===== src/rtl/pbr_pkg.sv =====
// ----------------------------------------------------------------------------
// pbr_pkg
// shared types and codes of the planar byterun1 decoder
// ----------------------------------------------------------------------------
package pbr_pkg;

    // decoder phase
    typedef enum logic [2:0] {
        PH_HEADER,
        PH_LITERAL,
        PH_REPEAT,
        PH_DONE,
        PH_ERROR
    } pbr_phase_t;

    // decode status codes
    localparam logic [1:0] ST_OK        = 2'd0;
    localparam logic [1:0] ST_OVERRUN   = 2'd1;
    localparam logic [1:0] ST_EARLY_END = 2'd2;

    // configuration register indexes
    localparam logic [7:0] REG_COMPRESSION_MODE = 8'd0;
    localparam logic [7:0] REG_IMAGE_WIDTH      = 8'd1;
    localparam logic [7:0] REG_IMAGE_ROWS       = 8'd2;
    localparam logic [7:0] REG_PLANE_COUNT      = 8'd3;

    // packbits no-op header (-128) and rounding to 16-pixel words
    localparam logic [7:0]  HDR_NOP    = 8'h80;
    localparam logic [12:0] WORD_ROUND = 13'd15;

    // result word packing
    localparam int TDATA_W = 40;
    localparam int TUSER_W = 3;

    typedef struct packed {
        logic        mode;
        logic [11:0] width;
        logic [10:0] rows;
        logic [3:0]  planes;
    } pbr_cfg_t;

    typedef struct packed {
        logic       run_valid;
        logic [7:0] run_value;
        logic [7:0] run_length;
        logic [2:0] plane_index;
        logic [9:0] row_index;
        logic [7:0] byte_offset;
        logic [1:0] decode_status;
        logic       image_done;
    } pbr_run_t;

endpackage


===== src/rtl/planar_byterun1_decoder.sv =====
// ----------------------------------------------------------------------------
// planar_byterun1_decoder
// packbits / raw body decoder for interleaved planar images
// ----------------------------------------------------------------------------
// The decoder takes one body byte per clock and turns it into run words for
// a planar writer: literal bytes come out as runs of length one, a repeat
// header and its byte come out as one run with its length, and each run is
// tagged with plane, row and byte offset inside the plane row. Headers and
// no-op bytes make no word. A run past the row end gives a status word and
// stops decoding; a last byte before the image is full gives the early-end
// status. After an error or a finished image, bytes are dropped until the
// last-byte marker, which always rearms the decoder. Throughput is one byte
// per cycle while the queue has room; an accepted byte's word is written to
// the queue and then loaded into the output register. The front tracks phase
// and position in one registered loop, and a four-entry queue plus the output
// register let either side stall, so s_tready falls only while the queue is
// full. Configuration must be written on the cfg channel only while no body
// is in flight; the block itself does not enforce this.
// ----------------------------------------------------------------------------
module planar_byterun1_decoder #(
    parameter int MAX_ROW_BYTES = 256,
    parameter int MAX_PLANES    = 8,
    parameter int MAX_ROWS      = 1024
) (
    input  logic                         aclk,
    input  logic                         aresetn,
    // configuration write channel
    input  logic                         cfg_valid,
    output logic                         cfg_ready,
    input  logic [7:0]                   cfg_index,
    input  logic [11:0]                  cfg_data,
    // body byte stream
    input  logic                         s_tvalid,
    output logic                         s_tready,
    input  logic [7:0]                   s_tdata,   // body_byte
    input  logic                         s_tlast,   // body_last
    // run word stream
    output logic                         m_tvalid,
    input  logic                         m_tready,
    // run_value[7:0], run_length[15:8], plane_index[18:16],
    // row_index[28:19], byte_offset[36:29], zero pad[39:37]
    output logic [pbr_pkg::TDATA_W-1:0]  m_tdata,
    // run_valid[0], decode_status[2:1]
    output logic [pbr_pkg::TUSER_W-1:0]  m_tuser,
    output logic                         m_tlast    // image_done
);

    // configuration registers, always ready
    logic        mode_reg;
    logic [11:0] width_reg;
    logic [10:0] rows_reg;
    logic [3:0]  planes_reg;
    logic        cfg_fire;

    assign cfg_ready = 1'b1;
    assign cfg_fire  = cfg_valid && cfg_ready;

    always_ff @(posedge aclk) begin
        if (!aresetn) begin
            mode_reg   <= 1'b1;
            width_reg  <= 12'd320;
            rows_reg   <= 11'd256;
            planes_reg <= 4'd5;
        end else if (cfg_fire) begin
            case (cfg_index)
                pbr_pkg::REG_COMPRESSION_MODE: mode_reg   <= cfg_data[0];
                pbr_pkg::REG_IMAGE_WIDTH:      width_reg  <= cfg_data;
                pbr_pkg::REG_IMAGE_ROWS:       rows_reg   <= cfg_data[10:0];
                pbr_pkg::REG_PLANE_COUNT:      planes_reg <= cfg_data[3:0];
                default: begin
                end
            endcase
        end
    end

    pbr_pkg::pbr_cfg_t cfg;
    assign cfg.mode   = mode_reg;
    assign cfg.width  = width_reg;
    assign cfg.rows   = rows_reg;
    assign cfg.planes = planes_reg;

    // front: classify bytes, track position
    logic              s_fire, q_full, q_push, q_pop, q_nonempty;
    pbr_pkg::pbr_run_t front_run, q_run;

    assign s_tready = !q_full;
    assign s_fire   = s_tvalid && s_tready;

    pbr_front #(
        .MAX_ROW_BYTES (MAX_ROW_BYTES),
        .MAX_PLANES    (MAX_PLANES),
        .MAX_ROWS      (MAX_ROWS)
    ) u_front (
        .aclk     (aclk),
        .aresetn  (aresetn),
        .cfg      (cfg),
        .in_fire  (s_fire),
        .in_byte  (s_tdata),
        .in_last  (s_tlast),
        .out_push (q_push),
        .out_run  (front_run)
    );

    // queue decouples the byte side from the writer side
    pbr_queue u_queue (
        .aclk     (aclk),
        .aresetn  (aresetn),
        .push     (q_push),
        .din      (front_run),
        .full     (q_full),
        .pop      (q_pop),
        .nonempty (q_nonempty),
        .dout     (q_run)
    );

    // back: output register and word packing
    pbr_back u_back (
        .aclk       (aclk),
        .aresetn    (aresetn),
        .q_nonempty (q_nonempty),
        .q_run      (q_run),
        .q_pop      (q_pop),
        .m_tvalid   (m_tvalid),
        .m_tready   (m_tready),
        .m_tdata    (m_tdata),
        .m_tuser    (m_tuser),
        .m_tlast    (m_tlast)
    );

    // image completion is only ever reported on a run
    a_done_on_run: assert property (@(posedge aclk) disable iff (!aresetn)
        (m_tvalid && m_tlast) |-> m_tuser[0])
        else $error("image done without a run");

    // a word without a run always carries a status
    a_empty_has_status: assert property (@(posedge aclk) disable iff (!aresetn)
        (m_tvalid && !m_tuser[0]) |-> (m_tuser[2:1] != pbr_pkg::ST_OK))
        else $error("empty word with ok status");

    // an overrun never comes with run data
    a_overrun_no_run: assert property (@(posedge aclk) disable iff (!aresetn)
        (m_tvalid && m_tuser[2:1] == pbr_pkg::ST_OVERRUN) |-> !m_tuser[0])
        else $error("overrun word carries a run");

    // no word straight out of reset
    a_reset_quiet: assert property (@(posedge aclk)
        $past(!aresetn) |-> !m_tvalid)
        else $error("word present after reset");

endmodule


===== src/rtl/pbr_front.sv =====
// ----------------------------------------------------------------------------
// pbr_front
// byte classifier and position tracker: turns body bytes into run words
// ----------------------------------------------------------------------------
module pbr_front #(
    parameter int MAX_ROW_BYTES = 256,
    parameter int MAX_PLANES    = 8,
    parameter int MAX_ROWS      = 1024
) (
    input  logic              aclk,
    input  logic              aresetn,
    input  pbr_pkg::pbr_cfg_t cfg,
    input  logic              in_fire,
    input  logic [7:0]        in_byte,
    input  logic              in_last,
    output logic              out_push,
    output pbr_pkg::pbr_run_t out_run
);

    localparam int COL_W  = $clog2(MAX_ROW_BYTES);
    localparam int SUM_A  = $clog2(MAX_ROW_BYTES + 128) + 1;
    localparam int SUM_W  = (SUM_A > 10) ? SUM_A : 10;
    localparam int PL_W   = (MAX_PLANES > 1) ? $clog2(MAX_PLANES) : 1;
    localparam int RW_W   = (MAX_ROWS > 1) ? $clog2(MAX_ROWS) : 1;
    localparam int RC_A   = $clog2(MAX_ROWS + 1) + 1;
    localparam int RCMP_W = (RC_A > 11) ? RC_A : 11;

    pbr_pkg::pbr_phase_t phase_reg, phase_next;
    logic [7:0]          pend_reg, pend_next;
    logic [COL_W-1:0]    col_reg, col_next;
    logic [PL_W-1:0]     plane_reg, plane_next;
    logic [RW_W-1:0]     row_reg, row_next;

    // geometry
    logic [8:0]        words;
    logic [9:0]        rb_raw;
    logic [SUM_W-1:0]  rb_floor, row_bytes;
    logic [3:0]        planes_eff;
    logic [RCMP_W-1:0] rows_floor, rows_eff;

    assign words      = 9'((13'(cfg.width) + pbr_pkg::WORD_ROUND) >> 4);
    assign rb_raw     = {words, 1'b0};
    assign rb_floor   = (rb_raw < 10'd2) ? SUM_W'(2) : SUM_W'(rb_raw);
    assign row_bytes  = (rb_floor > SUM_W'(MAX_ROW_BYTES)) ? SUM_W'(MAX_ROW_BYTES) : rb_floor;
    assign planes_eff = (cfg.planes == 4'd0) ? 4'd1 :
                        (cfg.planes > 4'(MAX_PLANES)) ? 4'(MAX_PLANES) : cfg.planes;
    assign rows_floor = (cfg.rows == 11'd0) ? RCMP_W'(1) : RCMP_W'(cfg.rows);
    assign rows_eff   = (rows_floor > RCMP_W'(MAX_ROWS)) ? RCMP_W'(MAX_ROWS) : rows_floor;

    // header classification
    logic       drop, hdr_nop, overrun;
    logic [8:0] cnt9;
    logic [7:0] count, pend_dec;

    assign drop     = (phase_reg == pbr_pkg::PH_DONE) || (phase_reg == pbr_pkg::PH_ERROR);
    assign hdr_nop  = (in_byte == pbr_pkg::HDR_NOP);
    assign cnt9     = in_byte[7] ? (9'd257 - {1'b0, in_byte}) : ({1'b0, in_byte} + 9'd1);
    assign count    = cnt9[7:0];
    assign overrun  = (SUM_W'(col_reg) + SUM_W'(count)) > row_bytes;
    assign pend_dec = (pend_reg == 8'd0) ? 8'd0 : pend_reg - 8'd1;

    // run and position datapath
    logic             valid, done, col_wrap, plane_wrap, row_wrap;
    logic [7:0]       length;
    logic [1:0]       status, status_out;
    logic [SUM_W-1:0] col_sum;
    logic [PL_W:0]    plane_inc;
    logic [RW_W:0]    row_inc;

    always_comb begin
        valid     = 1'b0;
        length    = 8'd1;
        status    = pbr_pkg::ST_OK;
        pend_next = pend_reg;
        if (!drop) begin
            if (!cfg.mode) begin
                valid     = 1'b1;
                pend_next = 8'd0;
            end else begin
                case (phase_reg)
                    pbr_pkg::PH_HEADER: begin
                        if (!hdr_nop) begin
                            if (overrun) begin
                                status = pbr_pkg::ST_OVERRUN;
                            end else begin
                                pend_next = count;
                            end
                        end
                    end
                    pbr_pkg::PH_LITERAL: begin
                        valid     = 1'b1;
                        pend_next = pend_dec;
                    end
                    pbr_pkg::PH_REPEAT: begin
                        valid     = 1'b1;
                        length    = (pend_reg == 8'd0) ? 8'd1 : pend_reg;
                        pend_next = 8'd0;
                    end
                    default: begin
                    end
                endcase
            end
        end

        col_sum    = SUM_W'(col_reg) + SUM_W'(length);
        col_wrap   = col_sum >= row_bytes;
        plane_inc  = (PL_W + 1)'(plane_reg) + (PL_W + 1)'(1);
        plane_wrap = 5'(plane_inc) >= 5'(planes_eff);
        row_inc    = (RW_W + 1)'(row_reg) + (RW_W + 1)'(1);
        row_wrap   = RCMP_W'(row_inc) >= rows_eff;
        done       = valid && col_wrap && plane_wrap && row_wrap;

        col_next   = col_reg;
        plane_next = plane_reg;
        row_next   = row_reg;
        if (valid) begin
            col_next = col_wrap ? '0 : col_sum[COL_W-1:0];
            if (col_wrap) begin
                plane_next = plane_wrap ? '0 : plane_inc[PL_W-1:0];
                if (plane_wrap) begin
                    row_next = row_wrap ? '0 : row_inc[RW_W-1:0];
                end
            end
        end
        if (done) begin
            pend_next = 8'd0;
        end

        status_out = (in_last && !done && status == pbr_pkg::ST_OK) ?
                     pbr_pkg::ST_EARLY_END : status;
    end

    // phase sequencing
    always_comb begin
        phase_next = phase_reg;
        if (in_last) begin
            phase_next = pbr_pkg::PH_HEADER;
        end else if (drop) begin
            phase_next = phase_reg;
        end else if (done) begin
            phase_next = pbr_pkg::PH_DONE;
        end else if (!cfg.mode) begin
            phase_next = pbr_pkg::PH_HEADER;
        end else begin
            case (phase_reg)
                pbr_pkg::PH_HEADER: begin
                    if (hdr_nop) begin
                        phase_next = pbr_pkg::PH_HEADER;
                    end else if (overrun) begin
                        phase_next = pbr_pkg::PH_ERROR;
                    end else if (in_byte[7]) begin
                        phase_next = pbr_pkg::PH_REPEAT;
                    end else begin
                        phase_next = pbr_pkg::PH_LITERAL;
                    end
                end
                pbr_pkg::PH_LITERAL: begin
                    phase_next = (pend_dec == 8'd0) ? pbr_pkg::PH_HEADER : pbr_pkg::PH_LITERAL;
                end
                pbr_pkg::PH_REPEAT: phase_next = pbr_pkg::PH_HEADER;
                default:            phase_next = pbr_pkg::PH_HEADER;
            endcase
        end
    end

    always_ff @(posedge aclk) begin
        if (!aresetn || (in_fire && in_last)) begin
            phase_reg <= pbr_pkg::PH_HEADER;
            pend_reg  <= 8'd0;
            col_reg   <= '0;
            plane_reg <= '0;
            row_reg   <= '0;
        end else if (in_fire) begin
            phase_reg <= phase_next;
            pend_reg  <= pend_next;
            col_reg   <= col_next;
            plane_reg <= plane_next;
            row_reg   <= row_next;
        end
    end

    // result word, positions masked to field widths
    logic [SUM_W-1:0]  col_ext;
    logic [4:0]        plane_ext;
    logic [RCMP_W-1:0] row_ext;

    assign col_ext   = SUM_W'(col_reg);
    assign plane_ext = 5'(plane_reg);
    assign row_ext   = RCMP_W'(row_reg);

    assign out_push              = in_fire && !drop && (valid || status_out != pbr_pkg::ST_OK);
    assign out_run.run_valid     = valid;
    assign out_run.run_value     = valid ? in_byte : 8'd0;
    assign out_run.run_length    = valid ? length : 8'd0;
    assign out_run.plane_index   = valid ? plane_ext[2:0] : 3'd0;
    assign out_run.row_index     = valid ? row_ext[9:0] : 10'd0;
    assign out_run.byte_offset   = valid ? col_ext[7:0] : 8'd0;
    assign out_run.decode_status = status_out;
    assign out_run.image_done    = done;

endmodule


===== src/rtl/pbr_queue.sv =====
// ----------------------------------------------------------------------------
// pbr_queue
// four-entry run word queue between front and back
// ----------------------------------------------------------------------------
module pbr_queue (
    input  logic              aclk,
    input  logic              aresetn,
    input  logic              push,
    input  pbr_pkg::pbr_run_t din,
    output logic              full,
    input  logic              pop,
    output logic              nonempty,
    output pbr_pkg::pbr_run_t dout
);

    localparam int DEPTH = 4;
    localparam int AW    = $clog2(DEPTH);

    pbr_pkg::pbr_run_t  slot_reg [DEPTH];
    logic [AW-1:0]      wr_ptr_reg, rd_ptr_reg;
    logic [AW:0]        count_reg;
    logic               do_push, do_pop;

    assign full     = (count_reg == (AW + 1)'(DEPTH));
    assign nonempty = (count_reg != '0);
    assign do_push  = push && !full;
    assign do_pop   = pop && nonempty;
    assign dout     = slot_reg[rd_ptr_reg];

    always_ff @(posedge aclk) begin
        if (do_push) begin
            slot_reg[wr_ptr_reg] <= din;
        end
    end

    always_ff @(posedge aclk) begin
        if (!aresetn) begin
            wr_ptr_reg <= '0;
            rd_ptr_reg <= '0;
            count_reg  <= '0;
        end else begin
            if (do_push) begin
                wr_ptr_reg <= wr_ptr_reg + AW'(1);
            end
            if (do_pop) begin
                rd_ptr_reg <= rd_ptr_reg + AW'(1);
            end
            case ({do_push, do_pop})
                2'b10:   count_reg <= count_reg + (AW + 1)'(1);
                2'b01:   count_reg <= count_reg - (AW + 1)'(1);
                default: count_reg <= count_reg;
            endcase
        end
    end

endmodule


===== src/rtl/pbr_back.sv =====
// ----------------------------------------------------------------------------
// pbr_back
// output stage: holds one run word and packs it onto the master stream
// ----------------------------------------------------------------------------
module pbr_back (
    input  logic                         aclk,
    input  logic                         aresetn,
    input  logic                         q_nonempty,
    input  pbr_pkg::pbr_run_t            q_run,
    output logic                         q_pop,
    output logic                         m_tvalid,
    input  logic                         m_tready,
    output logic [pbr_pkg::TDATA_W-1:0]  m_tdata,
    output logic [pbr_pkg::TUSER_W-1:0]  m_tuser,
    output logic                         m_tlast
);

    logic              out_valid_reg;
    pbr_pkg::pbr_run_t out_run_reg;

    assign q_pop = q_nonempty && (!out_valid_reg || m_tready);

    always_ff @(posedge aclk) begin
        if (!aresetn) begin
            out_valid_reg <= 1'b0;
        end else if (!out_valid_reg || m_tready) begin
            out_valid_reg <= q_nonempty;
        end
    end

    always_ff @(posedge aclk) begin
        if (q_pop) begin
            out_run_reg <= q_run;
        end
    end

    assign m_tvalid = out_valid_reg;
    assign m_tdata  = {3'd0,
                       out_run_reg.byte_offset,
                       out_run_reg.row_index,
                       out_run_reg.plane_index,
                       out_run_reg.run_length,
                       out_run_reg.run_value};
    assign m_tuser  = {out_run_reg.decode_status, out_run_reg.run_valid};
    assign m_tlast  = out_run_reg.image_done;

endmodule


===== config.mk =====
export PLATFORM = sky130hd
export DESIGN_NAME = planar_byterun1_decoder
export DESIGN_NICKNAME = d
export VERILOG_FILES = /design/src/rtl/pbr_pkg.sv /design/src/rtl/planar_byterun1_decoder.sv /design/src/rtl/pbr_front.sv /design/src/rtl/pbr_queue.sv /design/src/rtl/pbr_back.sv
export SDC_FILE = /design/constraint.sdc
export NUM_CORES = 1
export LEC_CHECK = 0
export BUFFER_PORTS_ARGS = -buffer_cell sky130_fd_sc_hd__clkbuf_2
export CAP_MARGIN = 25
export CORE_AREA = 2 2 144 146
export DETAILED_ROUTE_END_ITERATION = 12
export DIE_AREA = 0 0 146 148
export GPL_TIMING_DRIVEN = 0
export HOLD_SLACK_MARGIN = 0.12
export PLACE_DENSITY = 0.8
export SLEW_MARGIN = 10
export SYNTH_ARGS = -nofsm -noshare
export SYNTH_HDL_FRONTEND = slang
export SYNTH_SLANG_ARGS = --single-unit

===== constraint.sdc =====
create_clock -name aclk -period 14.95 [get_ports aclk]
set_input_delay 2.99 -clock aclk [delete_from_list [all_inputs] [get_ports aclk]]
set_output_delay 2.99 -clock aclk [all_outputs]
set_load 0.05 [all_outputs]

==> results.ini <==
[outcome]
outcome = completed

[setup_path]
critical_path_required_ps = 15170
reg2reg_depth = 14
r2r_setup_slack_ps = 9890
endpoint_kind = flop
r2r-end = u_queue.slot_reg[3][15]
worst-endpoint-arrival_ps = 8310
criticalPathCategory = in -> reg
crit_start = s_tdata[0]
critPathLaunchType = input port
worstSetupEndpoint = u_queue.slot_reg[3][15]
worst_r2r_startpoint = width_reg[0]
worst-path-max-fanout = 23

[yosys]
syn_avg_cell_area_um2 = 13.5
synth_top_area_cell = edfxtp_1
synth_seq_area_share_pct = 59.0
syn_area_mm2 = 0.0127
synth-main-ff-cell = edfxtp_1
yosys.cell_types.count = 75
synth_seq_cells = 273
post_synth_main_area_contributors = edfxtp_1 (48%), dfxtp_1 (11%), mux4_2 (7.2%)
synthArstFlopShare_pct = 0
ys_warn_count = 0
synth-edff-count = 205
netlist.area_leader.share_pct = 48.3
syn-instance-count = 944

[clocking]
hold_buffers = 0
clock_buffers_created_by_tritoncts = 27
ctsLongestPathBuffers = 3
cts_tree = done
htreeDepth = 1
worst_skew_pair.late_latency_ps = 520
cts_resized = 0
postCtsSetupRepairBufs = 0
tritoncts_num_sinks = 273
register_clock_pin_slew_on_the_reported_worst_setup_and_hold_paths_ps = 60
ctsRootBufferMaster = clkbuf_16

[sta]
final_min_period_over_clock_period_pct = 54.1
rsz_0062_raised_after_global_routing = no
fin_setup_tns_ps = 0
slew_headroom_pct = 51.7
final-setup-viol-count = 0
fin_worst_skew_ps = 11.1
final_critical_path_setup_slack_ps = 6860
number_of_endpoints_with_negative_hold_slack_in_the_final_report = 0
final_max_slew_viol_count = 0
post-route-min-period_ps = 8090
worst_pin_slew_ps = 722
fmaxAchievable_mhz = 124
worst_hold_slack_ps = 489

[layout]
fill_cells = 1343
area_growth_pct = 13.3
insertedDiodeCount = 0
numnets_final = 1150
post_layout_cell_count = 1342
largest_register_ffs = 164
final_layout_size_suffix_gt1_share_pct = 18.0

[detailed_routing]
antenna_left = 0
detail_route.wirelength_mm = 26.3
routed_via_density = 5.90
route.detailed.wl_per_inst_um = 19.6
firstDrtPassIters = 5
route.vias.total = 7920
post-route-drc-count = 0
initialDrtViolationCount = 586

[power]
vdd_drop_max_uv = 87.0
power.clock.fraction_pct = 28.4
netSwitchingFraction_pct = 32.9
leakage_nw = 5.55
power_density_mw_per_mm2 = 160
fin_total_pwr_mw = 2.32
p_switching_mw = 0.761
pwr-share-comb_pct = 28.5
cell_internal_pwr_mw = 1.56
seq_power_share_pct = 43.1

[placed_design]
place.gp.congestion = 0.924
placement_setup_slack_ps = 6440
post-place-cells = 1294
placement.io_buffers = 73
detailed_place_hpwl_mm = 18.4

[global_routing]
grt_pass1_vias = 7901
grt_max_degree = 33
antenna_found_initial = 0
gr-usage-all-layers_pct = 25.2
grt_pass1_wl_mm = 42.6
grt_overflow = 0

[die]
dieArea_mm2 = 0.0216
design.core.area_mm2 = 0.0200
start_util_pct = 63.6
design.portCount = 81
die_height_um = 148
die_width_um = 146
num_rows = 52

[hold_path]
timing.hold.worst.class = reg -> reg

[run]
timing.max_cap.violations = 0

[worst min-delay path by stage]
stage	end	depth (start not counted)	startpoint	slack, ps
5_1_grt	planes_reg[0]	2	planes_reg[0]	520
2_1_floorplan	planes_reg[0]	2	planes_reg[0]	450
3_3_place_gp	u_back.m_tvalid	2	u_back.m_tvalid	470
4_1_cts	planes_reg[0]	2	planes_reg[0]	490
3_5_place_dp	planes_reg[0]	2	planes_reg[0]	470
6_report	planes_reg[0]	2	planes_reg[0]	490
[cell families after synthesis]
kind of cell | share of synthesized area [%]
compound gates | 7.22
xor+xnor | 2.82
fa+ha+maj | 6.36
buf+inv | 2.41
flops | 59.0
mux | 9.76
other cells | 0.0589
simple gates | 12.4
[synth_stat cells (5+ instances only)]
| cell type | instances |
|---|---|
| edfxtp_1 | 205 |
| dfxtp_1 | 68 |
| ha_1 | 60 |
| nand2_1 | 59 |
| and2_1 | 51 |
| mux4_2 | 41 |
| a21oi_1 | 40 |
| nand3_1 | 37 |
| mux2i_1 | 32 |
| nor2_1 | 32 |
| inv_1 | 29 |
| clkbuf_1 | 24 |
| nor2b_1 | 24 |
| xnor2_1 | 22 |
| o21ai_0 | 20 |
| xor2_1 | 19 |
| and3_1 | 12 |
| nor3_1 | 12 |
| buf_2 | 11 |
| nand2b_1 | 11 |
| a21o_1 | 10 |
| o211ai_1 | 8 |
| a32o_1 | 7 |
| nor3b_1 | 7 |
| a211oi_1 | 6 |
| nand3b_1 | 6 |
| o21a_1 | 6 |
| nor4_1 | 5 |
| o21bai_1 | 5 |
[per-stage QoR]
step	util (%)	cell area, um2
floorplan	-	12800
global placement	67.1	13500
detailed placement	67.8	13600
CTS	72.1	14400
global route	72.1	14400
finish	72.1	14400
[power groups by stage]
| stage | registers (mW) | clock network, mW | logic, mW |
|---|---|---|---|
| 6_report | 0.999 | 0.658 | 0.659 |
| 5_1_grt | 1.01 | 0.699 | 0.704 |
| 4_1_cts | 1.00 | 0.668 | 0.668 |
| 3_5_place_dp | 1.01 | 0 | 0.659 |
| 3_3_place_gp | 1.02 | 0 | 0.623 |
| 2_1_floorplan | 1.21 | 0 | 0.295 |
[area by class of cell]
| cell class | instances | area (um2) | share of cell area [%] |
|---|---|---|---|
| inverters | 30 | 113 | 0.780 |
| clock buffers | 30 | 687 | 4.76 |
| well taps | 270 | 338 | 2.34 |
| multi-input cells | 601 | 4940 | 34.2 |
| flip-flops and latches | 273 | 7520 | 52.0 |
| plain buffers | 42 | 194 | 1.34 |
| clock inverters | 18 | 178 | 1.23 |
| repair buffers | 78 | 473 | 3.27 |
[routing by layer]
metal  vias up  track usage [%]  share of wire [%]
met5         -                0                  0
met4         0             6.75                2.0
met2       256             42.6                 50
li1       3769                -                  -
met3        45             3.89                5.8
met1      3850             34.7                 42
[worst max-delay path: stages]
cell      delay (ps)
clkbuf_2         200
inv_1             80
ha_1             310
mux2i_1          420
inv_1            100
ha_1             290
a21o_1           150
a21oi_1          210
nor2b_1           70
o21a_1           180
o41a_1           320
xor2_1           150
ha_1             300
and3_1           180
nor4bb_1         130
a211oi_1         570
and2_1           370
o31a_1           330
and2_2           650
buf_16           240
[layout by cell type, fill, tap and decap left out, types with 5 or more instances in the layout]
master / n
mux2i_1: 32
nor2_1: 32
ha_1: 60
clkbuf_16: 27
nand2b_1: 11
clkbuf_2: 73
nand3_1: 37
a21o_1: 10
nand2_1: 59
mux4_2: 41
inv_1: 29
nor3_1: 12
xor2_1: 19
edfxtp_1: 205
a211oi_1: 6
a21oi_1: 39
clkbuf_1: 27
a32o_1: 7
buf_2: 11
o21ai_0: 20
and2_1: 47
clkinv_1: 8
o21bai_1: 5
nor3b_1: 7
xnor2_1: 22
nor4_1: 5
nand3b_1: 6
nor2b_1: 24
and3_1: 12
o21a_1: 6
o211ai_1: 8
dfxtp_1: 68
Note: power is estimated with default switching activity, not from simulation.
